`config.mk`:
```
export PLATFORM = sky130hd
export DESIGN_NAME = ebm_addr_map
export DESIGN_NICKNAME = d
export VERILOG_FILES = /design/src/hdl/endian_byte_memory_defines.svh /design/src/hdl/ebm_pkg.sv /design/src/hdl/ebm_addr_map.sv
export SDC_FILE = /design/constraint.sdc
export NUM_CORES = 1
export LEC_CHECK = 0
export BUFFER_PORTS_ARGS = -buffer_cell sky130_fd_sc_hd__buf_2
export CAP_MARGIN = 20
export CELL_PAD_IN_SITES_DETAIL_PLACEMENT = 1
export CELL_PAD_IN_SITES_GLOBAL_PLACEMENT = 1
export CORE_ASPECT_RATIO = 1.2
export CORE_MARGIN = 4
export CORE_UTILIZATION = 35
export DETAILED_ROUTE_END_ITERATION = 8
export PLACE_DENSITY_LB_ADDON = 0.1
export SLEW_MARGIN = 20
export SYNTH_ARGS = -nofsm -noshare
export SYNTH_HDL_FRONTEND = slang
export SYNTH_SLANG_ARGS = --single-unit
```
`constraint.sdc`:
```
create_clock -name vclk -period 3.4
set_input_delay 0.17 -clock vclk [all_inputs]
set_output_delay 0.17 -clock vclk [all_outputs]
set_load 0.05 [all_outputs]
```
`src/hdl/endian_byte_memory_defines.svh`:
```
// ----------------------------------------------------------------------------
// endian_byte_memory_defines.svh
// Assertion macros shared by the endian byte memory modules
// ----------------------------------------------------------------------------
`ifndef ENDIAN_BYTE_MEMORY_DEFINES_SVH
`define ENDIAN_BYTE_MEMORY_DEFINES_SVH

`ifndef SYNTH

// consequent must hold in the same cycle as the antecedent
`define EBM_ASSERT_SAME(label, ante, cons, msg) \
    label: assert property (@(posedge i_clk) disable iff (!i_rst_n) \
        (ante) |-> (cons)) else $error(msg);

// consequent must hold in the cycle after the antecedent
`define EBM_ASSERT_NEXT(label, ante, cons, msg) \
    label: assert property (@(posedge i_clk) disable iff (!i_rst_n) \
        (ante) |=> (cons)) else $error(msg);

`else

`define EBM_ASSERT_SAME(label, ante, cons, msg)

`define EBM_ASSERT_NEXT(label, ante, cons, msg)

`endif

`endif

```
`src/hdl/ebm_pkg.sv`:
```
// ----------------------------------------------------------------------------
// ebm_pkg
// Types, codes and helpers shared by the endian byte memory
// ----------------------------------------------------------------------------
package ebm_pkg;

    // default store size in bytes
    localparam int MEM_BYTES_DEF = 65536;

    // byte banks, one per byte lane of a word
    localparam int NUM_BANKS = 4;

    // configuration port
    localparam int CFG_W      = 17;
    localparam int CFG_IDX_W  = 1;
    localparam logic [CFG_IDX_W-1:0] REG_BIG_ENDIAN  = 1'b0;
    localparam logic [CFG_IDX_W-1:0] REG_SIZE_IN_USE = 1'b1;
    localparam logic [CFG_W-1:0]     SIZE_RESET      = 17'h10000;

    // access kinds and sizes
    localparam logic       MODE_READ   = 1'b0;
    localparam logic       MODE_WRITE  = 1'b1;
    localparam logic [1:0] SZ_BYTE     = 2'd0;
    localparam logic [1:0] SZ_HALF     = 2'd1;
    localparam logic [1:0] SZ_WORD     = 2'd2;
    localparam logic [1:0] SZ_RESERVED = 2'd3;

    // access status passed from the address decode to the pipeline
    typedef struct packed {
        logic       all_ok;
        logic [1:0] offset;
    } t_acc_stat;

    // number of bytes covered by an access size
    function automatic logic [2:0] num_bytes(input logic [1:0] size);
        num_bytes = 3'd1 << size;
    endfunction

    // byte position inside the right-aligned value for access byte k
    function automatic logic [1:0] byte_pos(input logic big, input logic [1:0] size,
                                            input logic [1:0] k);
        logic [2:0] nb;
        nb = num_bytes(size);
        byte_pos = big ? 2'(nb - 3'd1 - {1'b0, k}) : k;
    endfunction

endpackage

```
`src/hdl/ebm_addr_map.sv`:
```
// ----------------------------------------------------------------------------
// ebm_addr_map
// Maps one access onto the four byte banks: rows, byte enables, write bytes
// ----------------------------------------------------------------------------
module ebm_addr_map #(
    parameter int MEM_BYTES = ebm_pkg::MEM_BYTES_DEF,
    parameter int ROW_W     = 14
) (
    input  logic                                        i_is_write,
    input  logic [1:0]                                  i_access_size,
    input  logic [31:0]                                 i_address,
    input  logic [31:0]                                 i_write_data,
    input  logic                                        i_big,
    input  logic [ebm_pkg::CFG_W-1:0]                   i_size_in_use,
    output logic [ebm_pkg::NUM_BANKS-1:0]               o_we,
    output logic [ebm_pkg::NUM_BANKS-1:0][ROW_W-1:0]    o_row,
    output logic [ebm_pkg::NUM_BANKS-1:0][7:0]          o_wbyte,
    output ebm_pkg::t_acc_stat                          o_stat
);

    localparam logic [32:0] MEM_LIM = 33'(MEM_BYTES);

    logic [32:0] w_size;
    logic [32:0] w_lim;
    logic [2:0]  w_nbytes;
    logic        w_size_ok;
    logic [32:0] w_end;
    logic        w_all_ok;

    // limit in effect and whole-access range check, no address wrap
    always_comb begin
        w_size    = {16'b0, i_size_in_use};
        w_lim     = (w_size > MEM_LIM) ? MEM_LIM : w_size;
        w_nbytes  = ebm_pkg::num_bytes(i_access_size);
        w_size_ok = (i_access_size != ebm_pkg::SZ_RESERVED);
        w_end     = {1'b0, i_address} + {30'b0, w_nbytes};
        w_all_ok  = w_size_ok && (w_end <= w_lim);
    end

    // per bank: which access byte lands here, its row and its data
    always_comb begin
        logic [1:0]  k;
        logic [1:0]  pos;
        logic [32:0] a;
        logic        in_acc;
        logic        in_lim;
        for (int j = 0; j < ebm_pkg::NUM_BANKS; j++) begin
            k      = 2'(j) - i_address[1:0];
            a      = {1'b0, i_address} + {31'b0, k};
            in_acc = w_size_ok && ({1'b0, k} < w_nbytes);
            in_lim = (a < w_lim);
            pos    = ebm_pkg::byte_pos(i_big, i_access_size, k);
            // big-endian stores the in-range bytes, little-endian all or none
            o_we[j]    = i_is_write && in_acc && (i_big ? in_lim : w_all_ok);
            o_row[j]   = a[ROW_W+1:2];
            o_wbyte[j] = i_write_data[{pos, 3'b000} +: 8];
        end
    end

    assign o_stat.all_ok = w_all_ok;
    assign o_stat.offset = i_address[1:0];

endmodule

```
# Word level (Yosys, flattened, before mapping)
# Cells that the tools add are included.
[op_classes] add_sub_neg=14 n_lt_le_gt_ge=10 n_eq_ne=1 shifts=5 muxes=9 reduce_logical=13
[op_table] operator="$add 32x2->33" count=4
[op_table] operator="$lt 33x17->1" count=4
[op_table] operator="$shiftx 32x6->8" count=4
[op_table] operator="$add 32x3->33" count=1
[op_table] operator="$le 33x17->1" count=1
[op_table] operator="$gt 17x17->1 const B" count=1
[op_table] operator="$mux 17" count=1
[op_table] operator="$logic_and 1x1->1" count=13
[op_table] operator="$lt 2x3->1" count=4
[op_table] operator="$mux 2" count=4
[op_table] operator="$sub 2x2->2" count=4
[op_table] operator="$mux 1" count=4
[op_table] operator="$sub 1x2->2 const A" count=2
[op_table] operator="$sub 2x2->2 const A" count=2
[op_table] operator="$shl 1x2->3 const A" count=1
[op_table] operator="$ne 2x2->1 const B" count=1
[op_table] operator="$sub 2x1->2 const B" count=1
[totals] reg_bits=0 in_bits=85

# Depth between registers and ports, before layout
# Gate-level depths: netlist (run 1).
[depth] ltp_word=6 depth_mapped=18

# Worst setup path before layout (run 1)
# Ideal clock, no wire load.
[synth_path] kind="input to output" start="input i_address[1]" end="output o_we[2] (netlist name)" arrival_ns=4.913 required_ns=3.230 path_slack_ns=-1.683 stages=16 n_path_buf=1 path_cell_list="buf_2 inv_1 ha_1 xnor2_1 a31oi_2 nor2_4 nand3_1 xnor2_1 ha_1 nand4_1 nor2_1 a2111oi_0 nand3_1 nor3_1 nand4_1 o32ai_1"
[synth_lines] element="start: declaration" line_no="ebm_addr_map.sv:11" text="input logic [31:0] i_address,"
[synth_lines] element="end: declaration" line_no="ebm_addr_map.sv:15" text="output logic [ebm_pkg::NUM_BANKS-1:0] o_we,"

# Worst setup path after layout (run 1)
[layout_path] start="input i_address[1]" end="output o_we[2] (netlist name)"
[layout_between] elab_chain_cells=5
[layout_rtl] element="$sub 2x2->2 / $add 32x3->33 (equally long branches)" line_no="ebm_addr_map.sv:48, ebm_addr_map.sv:36"
[layout_rtl] element="$add 32x2->33 (tied with other cells)" line_no="ebm_addr_map.sv:49" text="a = {1'b0, i_address} + {31'b0, k};"
[layout_rtl] element="$lt 33x17->1 (tied with other cells)" line_no="ebm_addr_map.sv:51" text="in_lim = (a < w_lim);"
[layout_rtl] element="$mux 1 / $logic_and 1x1->1 (equally long branches)" line_no="ebm_addr_map.sv:54" text="o_we[j] = i_is_write && in_acc && (i_big ? in_lim : w_all_ok);"
[layout_rtl] element="$logic_and 1x1->1 (*)" line_no="ebm_addr_map.sv:54"
# Every way passes the cells marked *; elsewhere a longest branch is shown, timed or not.

==> qor.yml, run 1 <==
drt:
  vias: 8048
  wire_per_inst_um: 24.3
  antenna_left: 0
  drt_iter0_drc: 448
  totalWireLength_mm: 33.0
  drc: 0
  viasPerCell: 5.93
  first_pass_iters: 5
pwr:
  power_frac_clock: 0
  switching_share: 0.657
  p_comb_frac: 1.000
  power_density_nw_per_um2: 187
  total_power_mw: 1.67
  p_int_mw: 0.575
  seq_power_share: 0
  ir_drop_mv: 0.159
  leakage_nw: 4.09
  p_sw_mw: 1.10
grt:
  grt_pass1_wl_mm: 49.0
  grt_max_degree: 49
  antenna_found_initial: 1
  grt_usage: 0.331
  grt_pass1_vias: 8589
  overflow: 0
sta:
  rsz0062_at_grt: "true"
  tightest_slew_ns: 0.755
  hold_viol: 0
  setup_ws_ns: -0.423
  post-route-period-util: 1.12
  setup_viol: 5
  max_slew_margin: 0.491
  layout_min_cycle_time_ns: 3.82
  maxClockFrequency_mhz: 262
  drv_slew: 0
setup_path:
  worstPathRequired_ns: 3.23
  critPathLaunchType: "primary input"
  cp_max_fo: 4
  crit_chain: "buf_2, inv_4, ha_4, xnor2_4, a31oi_4, buf_4, nor3_4, xor2_2, ha_1, a21o_1, a211o_1, a2111oi_4, nand3_1, nor3_1, nand4_1, o32ai_4, buf_6"
  cpPeakStageDelay_ns: 0.35
  end_kind: "output pin"
  cp.arrival_ns: 3.65
  crit_path_top_delay_cell: "o32ai_4"
  crit_type: "in2out"
die:
  num_rows: 51
  die_area_um2: 18500
  io-pin-count: 180
  fp.coreArea_um2: 16100
  dieHeight_um: 148
  die_x_um: 125
  initial_utilization: 0.355
placed_design:
  port-buffer-count: 180
  dpl_worst_slack_ns: -0.606
  dpl.hpwl_mm: 27.7
  post_dp_cell_area_um2: 8670
  gp_congestion: 0.997
synth:
  ys_seq_area_frac: 0
  yosys_warnings: 0
  yosys-top-cells-area: "ha_1 (19%), mux2i_1 (6.6%), nand2_1 (6.5%)"
  syn_inst: 805
  synth_fp_nets: 979
  synth_common_cells: "nand2_1 (99), ha_1 (89), nor2_1 (58)"
  synth_area_um2: 5740
  avgSynthCellArea_um2: 7.13
  ys_types: 74
  yosysMostFrequentCell: "nand2_1"
  yosysTopAreaCellShare: 0.194
  yosysTopAreaCell: "ha_1"
cells_and_area:
  n_clock_buffer: 0
  area_growth_pct: 56.0
  fin_nets: 1321
  ff_latch_area_um2: 0
  n_sequential_cell: 0
  nFillCells: 2080
  drive_gt1_frac: 0.447
  stdcell_area_um2: 8950
  fin_util: 0.555
min_path:
  hold_depth: 2
  hold_end: "o_stat[1]"
  holdCritPathClass: "in2out"
  min_from: "i_address[1]"
flow_run:
  maxCapViolCount: 0
status:
  violations: "negative setup slack"
  status: "finished, violations left"
[layer usage]
metal,up-vias,global-route usage,wire [um]
met4,0,0.153,2000
met2,349,0.602,16600
met1,3914,0.392,12700
li1,3678,-,-
met5,-,0,0
met3,107,0.0345,1710
[worst max-delay path by stage]
stage	startpoint	endpoint	slack (ns)	depth (start not counted)
6_report	i_address[1]	o_we[2]	-0.42	17
5_1_grt	i_address[1]	o_we[1]	-0.53	16
4_1_cts	i_access_size[1]	o_we[2]	-0.40	15
3_5_place_dp	i_address[1]	o_we[2]	-0.61	14
3_3_place_gp	i_access_size[1]	o_we[0]	-0.48	17
2_1_floorplan	i_access_size[1]	o_we[3]	-0.25	14
[area by class of cell]
cell class | count | area [um2] | area share
Multi-Input combinational cell | 731 | 5940 | 0.664
Timing Repair Buffer | 405 | 2700 | 0.302
Tap cell | 212 | 265 | 0.0296
Inverter | 9 | 36.3 | 0.00405
Antenna cell | 1 | 2.50 | 0.000280
[power groups by stage]
stage                     sequential (mW)  combinational, mW      clock [mW]
after CTS                               0               1.64               0
final                                   0               1.67  0.000000000168
after global placement                  0               1.55               0
after detailed placement                0               1.62               0
after floorplan                         0               1.04               0
after global routing                    0               1.78               0
[cells in the final DEF, fill, tap and decap left out, types with 8 or more instances in the layout]
master,count
a211oi_1,23
a21o_1,15
a21oi_1,37
a31oi_1,19
and2_1,18
and3_1,12
and4_1,8
buf_2,173
buf_4,220
ha_1,82
mux2_2,12
mux2i_1,37
nand2_1,97
nand3_1,30
nand4_1,38
nor2_1,49
nor2_2,9
nor3_1,16
nor4_1,14
o21ai_0,21
xnor2_1,25
xnor2_2,8
xor2_1,27
xor2_2,9
[timing repair]
item | in CTS | in global routing
hold buffers | 0 | 0
setup buffers | 3 | 8
setup endpoints to repair | 5 | 5
pin swaps | 7 | 19
resized for setup | 24 | 24
[stage by stage]
stage	cells	hold WS (ns)	setup TNS, ns
3_3_place_gp	1348	0.684	-1.92
3_5_place_dp	1348	0.690	-2.35
2_1_floorplan	805	0.507	-0.933
6_report	1358	0.690	-1.66
5_1_grt	1357	0.696	-2.41
4_1_cts	1351	0.691	-1.84
[worst max-delay path: cells and delay by family]
family                     cells  cell delay, ns
AOI/OAI and AO/OA              5            1.47
xor gates and xnor gates       2            0.34
adders and majority gates      2            0.45
buffers and inverters          4            0.60
and+or+nand+nor                4            0.61
[cell families (layout without fill, tap and decap cells)]
kind of cell               after synthesis  count (layout)  synth area share
and+or+nand+nor                        355             355             0.343
AOI/OAI and AO/OA                      161             161             0.186
adders and majority gates               89              89             0.194
xor gates and xnor gates                76              76             0.116
buffers and inverters                   74             414            0.0707
muxes                                   50              50            0.0898
other                                    0               1                 0
(Power assumes the default switching activity.)
==> inputs of run 2 (changes only) <==
- ABC_AREA: default -> 1
- CORE_UTILIZATION: 35 -> 33
- SETUP_SLACK_MARGIN: default -> 0.05
==> qor.yml, run 2 <==
setup_path:
  cp.arrival_ns: 3.32
  crit_path_top_delay_cell: "nor4_1"
  critPathTopFamily: "simple AND/OR/NAND/NOR gates"
  cp_max_fo: 4
  cp.buffers_inverters: 5
  crit_path_frequent_cell: "nand2_1"
  critPathLaunchType: "primary input"
  crit_type: "in2out"
  end_kind: "output pin"
  cpPeakStageDelay_ns: 0.34
  worstPathRequired_ns: 3.23
drt:
  first_pass_iters: 5
  vias: 8495
  wire_per_inst_um: 19.6
  totalWireLength_mm: 31.9
  antenna_left: 0
  drt_iter0_drc: 385
  viasPerCell: 5.23
  drc: 0
synth:
  synth_xor_area_frac: 0.119
  synth_common_cells: "nand2_1 (303), nor2_1 (126), inv_1 (101)"
  synth.area.mux_share: 0.0269
  yosysTopAreaCell: "nand2_1"
  synth_area_um2: 5950
  synth_fp_nets: 1235
  ys_types: 39
  syn_inst: 1061
  synth_compound_area_frac: 0.119
  ys_seq_area_frac: 0
  yosys_warnings: 0
  synth_top_family_by_area: "simple AND/OR/NAND/NOR gates"
  yosysTopAreaCellShare: 0.191
  yosysMostFrequentCell: "nand2_1"
  yosys-top-cells-area: "nand2_1 (19%), ha_1 (19%), xor2_1 (11%)"
  synth-simple-area-share: 0.434
  avgSynthCellArea_um2: 5.61
  synthAdderAreaFrac: 0.187
cells_and_area:
  multi_input_area_um2: 5870
  fin_util: 0.520
  n_sequential_cell: 0
  final_common_cell: "nand2_1"
  area_growth_pct: 53.9
  fin_nets: 1580
  ff_latch_area_um2: 0
  n_antenna_cell: 0
  mostFrequentLayoutCells: "nand2_1 (286), buf_4 (198), buf_2 (171), nor2_1 (107), inv_1 (93)"
  drive_gt1_frac: 0.373
  n_clock_buffer: 0
  nFillCells: 2486
sta:
  setup_tns_ns: -0.381
  setup_viol: 5
  maxClockFrequency_mhz: 287
  max_slew_margin: 0.635
  tightest_slew_ns: 0.542
  hold_viol: 0
  post-route-period-util: 1.03
  drv_slew: 0
  layout_min_cycle_time_ns: 3.49
  setup_ws_ns: -0.0901
  rsz0062_at_grt: "true"
pwr:
  p_int_mw: 0.510
  p_comb_frac: 1.000
  leakage_nw: 4.78
  seq_power_share: 0
  ir_drop_mv: 0.0942
  switching_share: 0.674
  power_frac_clock: 0
  total_power_mw: 1.56
  p_sw_mw: 1.05
  power_density_nw_per_um2: 171
die:
  initial_utilization: 0.338
  die_x_um: 131
  die_area_um2: 20300
  fp.coreArea_um2: 17600
  io-pin-count: 180
  num_rows: 53
  dieHeight_um: 155
status:
  status: "finished, violations left"
  violations: "negative setup slack"
grt:
  overflow: 0
  grt_pass1_wl_mm: 47.8
  use_met2: 0.538
  gr-usage-met1: 0.369
  grt_usage: 0.301
  busiest_layer: "met2"
  antenna_found_initial: 1
  grt_pass1_vias: 8739
  grt_max_degree: 44
  use_met3: 0.0230
placed_design:
  port-buffer-count: 180
  dpl.hpwl_mm: 27.5
  gp_congestion: 1.01
min_path:
  holdCritPathClass: "in2out"
flow_run:
  maxCapViolCount: 0
clocking:
  ctsHoldBuffers: 0
run 2: cell count changes after synthesis, sizes merged, moves of 15 or more:
cell / before / now
a21o: 15 / 0
mux2i: 38 / 16
and2: 19 / 0
a211oi: 24 / 0
xor2: 39 / 77
o21ai: 23 / 71
nand4: 45 / 29
xnor2: 37 / 4
nand2: 99 / 319
nand3: 32 / 82
inv: 9 / 109
a31oi: 20 / 2
nor2: 61 / 150
nor4: 21 / 2
run 2: final timing paths:
| path | start | endpoint | depth (start not counted) |
|---|---|---|---|
| worst max-delay path | i_access_size[1] | o_we[3] | 25 |
| worst min-delay path | i_address[14] | o_row[54] | 2 |
run 2: routing by layer:
metal  routed length (um)  share of wire
met1                12900           0.41
met2                15900           0.50
met3                 1460          0.046
met4                 1580          0.050
met5                    0              0
run 2: power by group through the flow:
stage / combinational (mW) / clock [mW] / sequential (mW)
floorplan: 0.948 / 0 / 0
global placement: 1.44 / 0 / 0
detailed placement: 1.46 / 0 / 0
CTS: 1.52 / 0 / 0
global route: 1.68 / 0 / 0
finish: 1.56 / 0 / 0
run 2: final cells by class:
cell class                      instances  area share
Tap cell                              220      0.0300
Inverter                              110      0.0464
Timing Repair Buffer                  386       0.283
Multi-Input combinational cell        908       0.641
run 2: cells by family after synthesis:
family,count (synthesis)
compound gates,130
xor+xnor,81
fa+ha+maj,89
buf+inv,153
mux,16
simple gates,592
run 2: repair_timing:
item | 4_1_cts | 5_1_grt
pin swaps | 41 | 39
gates resized for setup | 67 | 38
endpoints found under the hold margin | 0 | 0
setup endpoints to repair | 5 | 5
buffers inserted | 15 | 9
run 2: stage by stage:
step	hold WS, ns	cell area, um2	worst slack (ns)	instances
2_1_floorplan	0.507	6210	0.0568	1061
3_3_place_gp	0.680	8520	-0.294	1599
3_5_place_dp	0.679	8520	-0.353	1599
4_1_cts	0.680	8920	0.00647	1614
5_1_grt	0.684	9170	-0.225	1624
6_report	0.680	9170	-0.0901	1624
==> inputs of run 3 (changes only) <==
- CELL_PAD_IN_SITES_DETAIL_PLACEMENT: 1 -> default
- CELL_PAD_IN_SITES_GLOBAL_PLACEMENT: 1 -> default
- CORE_UTILIZATION: 33 -> 50
- PLACE_DENSITY: default -> 0.81
- PLACE_DENSITY_LB_ADDON: 0.1 -> default
==> qor.yml, run 3 (same netlist as run 2, synthesis figures left out) <==
drt:
  antenna_left: 0
  viasPerCell: 5.57
  totalWireLength_mm: 27.6
  first_pass_iters: 6
  wire_per_inst_um: 18.4
  drc: 0
  vias: 8360
  drt_iter0_drc: 704
status:
  violations: "negative setup slack"
  status: "finished, violations left"
pwr:
  power_density_nw_per_um2: 173
  total_power_mw: 1.46
  leakage_nw: 4.43
  ir_drop_mv: 0.123
placed_design:
  dp_cells: 1488
  port-buffer-count: 180
  gp_congestion: 1.06
  dpl.hpwl_mm: 23.0
  dpl_worst_slack_ns: -0.349
cells_and_area:
  fin_nets: 1521
  n_sequential_cell: 0
  mostFrequentLayoutCells: "nand2_1 (291), buf_2 (172), buf_4 (144), nor2_1 (105), inv_1 (94)"
  final_common_cell: "nand2_1"
  area_growth_pct: 41.7
  ff_latch_area_um2: 0
  finalNonFillerCells: 1502
  drive_gt1_frac: 0.337
  n_clock_buffer: 0
  n_antenna_cell: 0
grt:
  grt_max_degree: 30
  antenna_found_initial: 0
  grt_pass1_wl_mm: 42.3
  overflow: 0
  grt_pass1_vias: 8106
  grt_usage: 0.389
setup_path:
  worstPathRequired_ns: 3.23
  crit_type: "in2out"
  critPathLaunchType: "primary input"
  cp_max_fo: 4
  end_kind: "output pin"
  cp.arrival_ns: 3.26
die:
  die_x_um: 108
  io-pin-count: 180
  fp.coreArea_um2: 11600
  die_area_um2: 13700
  num_rows: 43
  dieHeight_um: 128
  initial_utilization: 0.512
sta:
  rsz0062_at_grt: "true"
  layout_min_cycle_time_ns: 3.43
  max_slew_margin: 0.505
  setup_tns_ns: -0.0292
  setup_viol: 2
  maxClockFrequency_mhz: 292
  hold_viol: 0
  post-route-period-util: 1.01
  drv_slew: 0
  holdWs_ns: 0.673
  tightest_slew_ns: 0.739
  setup_ws_ns: -0.0278
min_path:
  holdCritPathClass: "in2out"
clocking:
  ctsHoldBuffers: 0
flow_run:
  maxCapViolCount: 0
[run 3: area by class of cell]
cell class	instances	area (um2)
Fill cell	1072	3180
Inverter	110	420
Multi-Input combinational cell	908	5740
Tap cell	157	196
Timing Repair Buffer	327	2080
[run 3: worst paths after layout]
| path | from | slack (ns) | cells after the start | endpoint |
|---|---|---|---|---|
| setup / recovery | i_address[0] | -0.03 | 25 | o_we[2] |
| hold / removal | i_address[0] | 0.67 | 2 | o_stat[0] |
[run 3: power breakdown]
part           internal, mW  leakage [nW]  switching [mW]
clock                     0             0               0
sequential                0             0               0
combinational         0.452          4.43            1.01
total                 0.452          4.43            1.01
[run 3: repair_timing]
| action | in CTS | in global routing |
|---|---|---|
| gates resized for setup | 51 | 21 |
| setup buffers | 12 | 2 |
| setup endpoints to repair | 5 | 5 |
| pin swaps | 31 | 20 |
[run 3: stage by stage]
| step | instance area [um2] | util |
|---|---|---|
| floorplan | 6210 | - |
| global placement | 8070 | 0.695 |
| CTS | 8350 | 0.719 |
| detailed placement | 8070 | 0.695 |
| finish | 8440 | 0.726 |
| global route | 8440 | 0.726 |
[run 3: critical path, stage by stage]
cell and delay [ns]:
buf_2 0.12, buf_4 0.13, ha_1 0.21, buf_4 0.14, ha_1 0.18, inv_2 0.08
o21ai_4 0.10, buf_6 0.13, nand2_1 0.11, xor2_2 0.20, ha_1 0.25, nand2_1 0.06
inv_1 0.04, o21ai_0 0.06, a21oi_1 0.08, nor2_1 0.18, nand2_1 0.08, nor2_1 0.12
nand3_1 0.09, nor2_1 0.09, nand3_1 0.13, nand2_1 0.12, nand2_1 0.09, nor2_4 0.12
buf_6 0.16
[run 3: routing by layer]
| metal | routed length, um | GRT usage |
|---|---|---|
| met1 | 10400 | 0.462 |
| met2 | 13000 | 0.660 |
| met4 | 2100 | 0.238 |
| met5 | 0 | 0 |
| met3 | 2150 | 0.0485 |
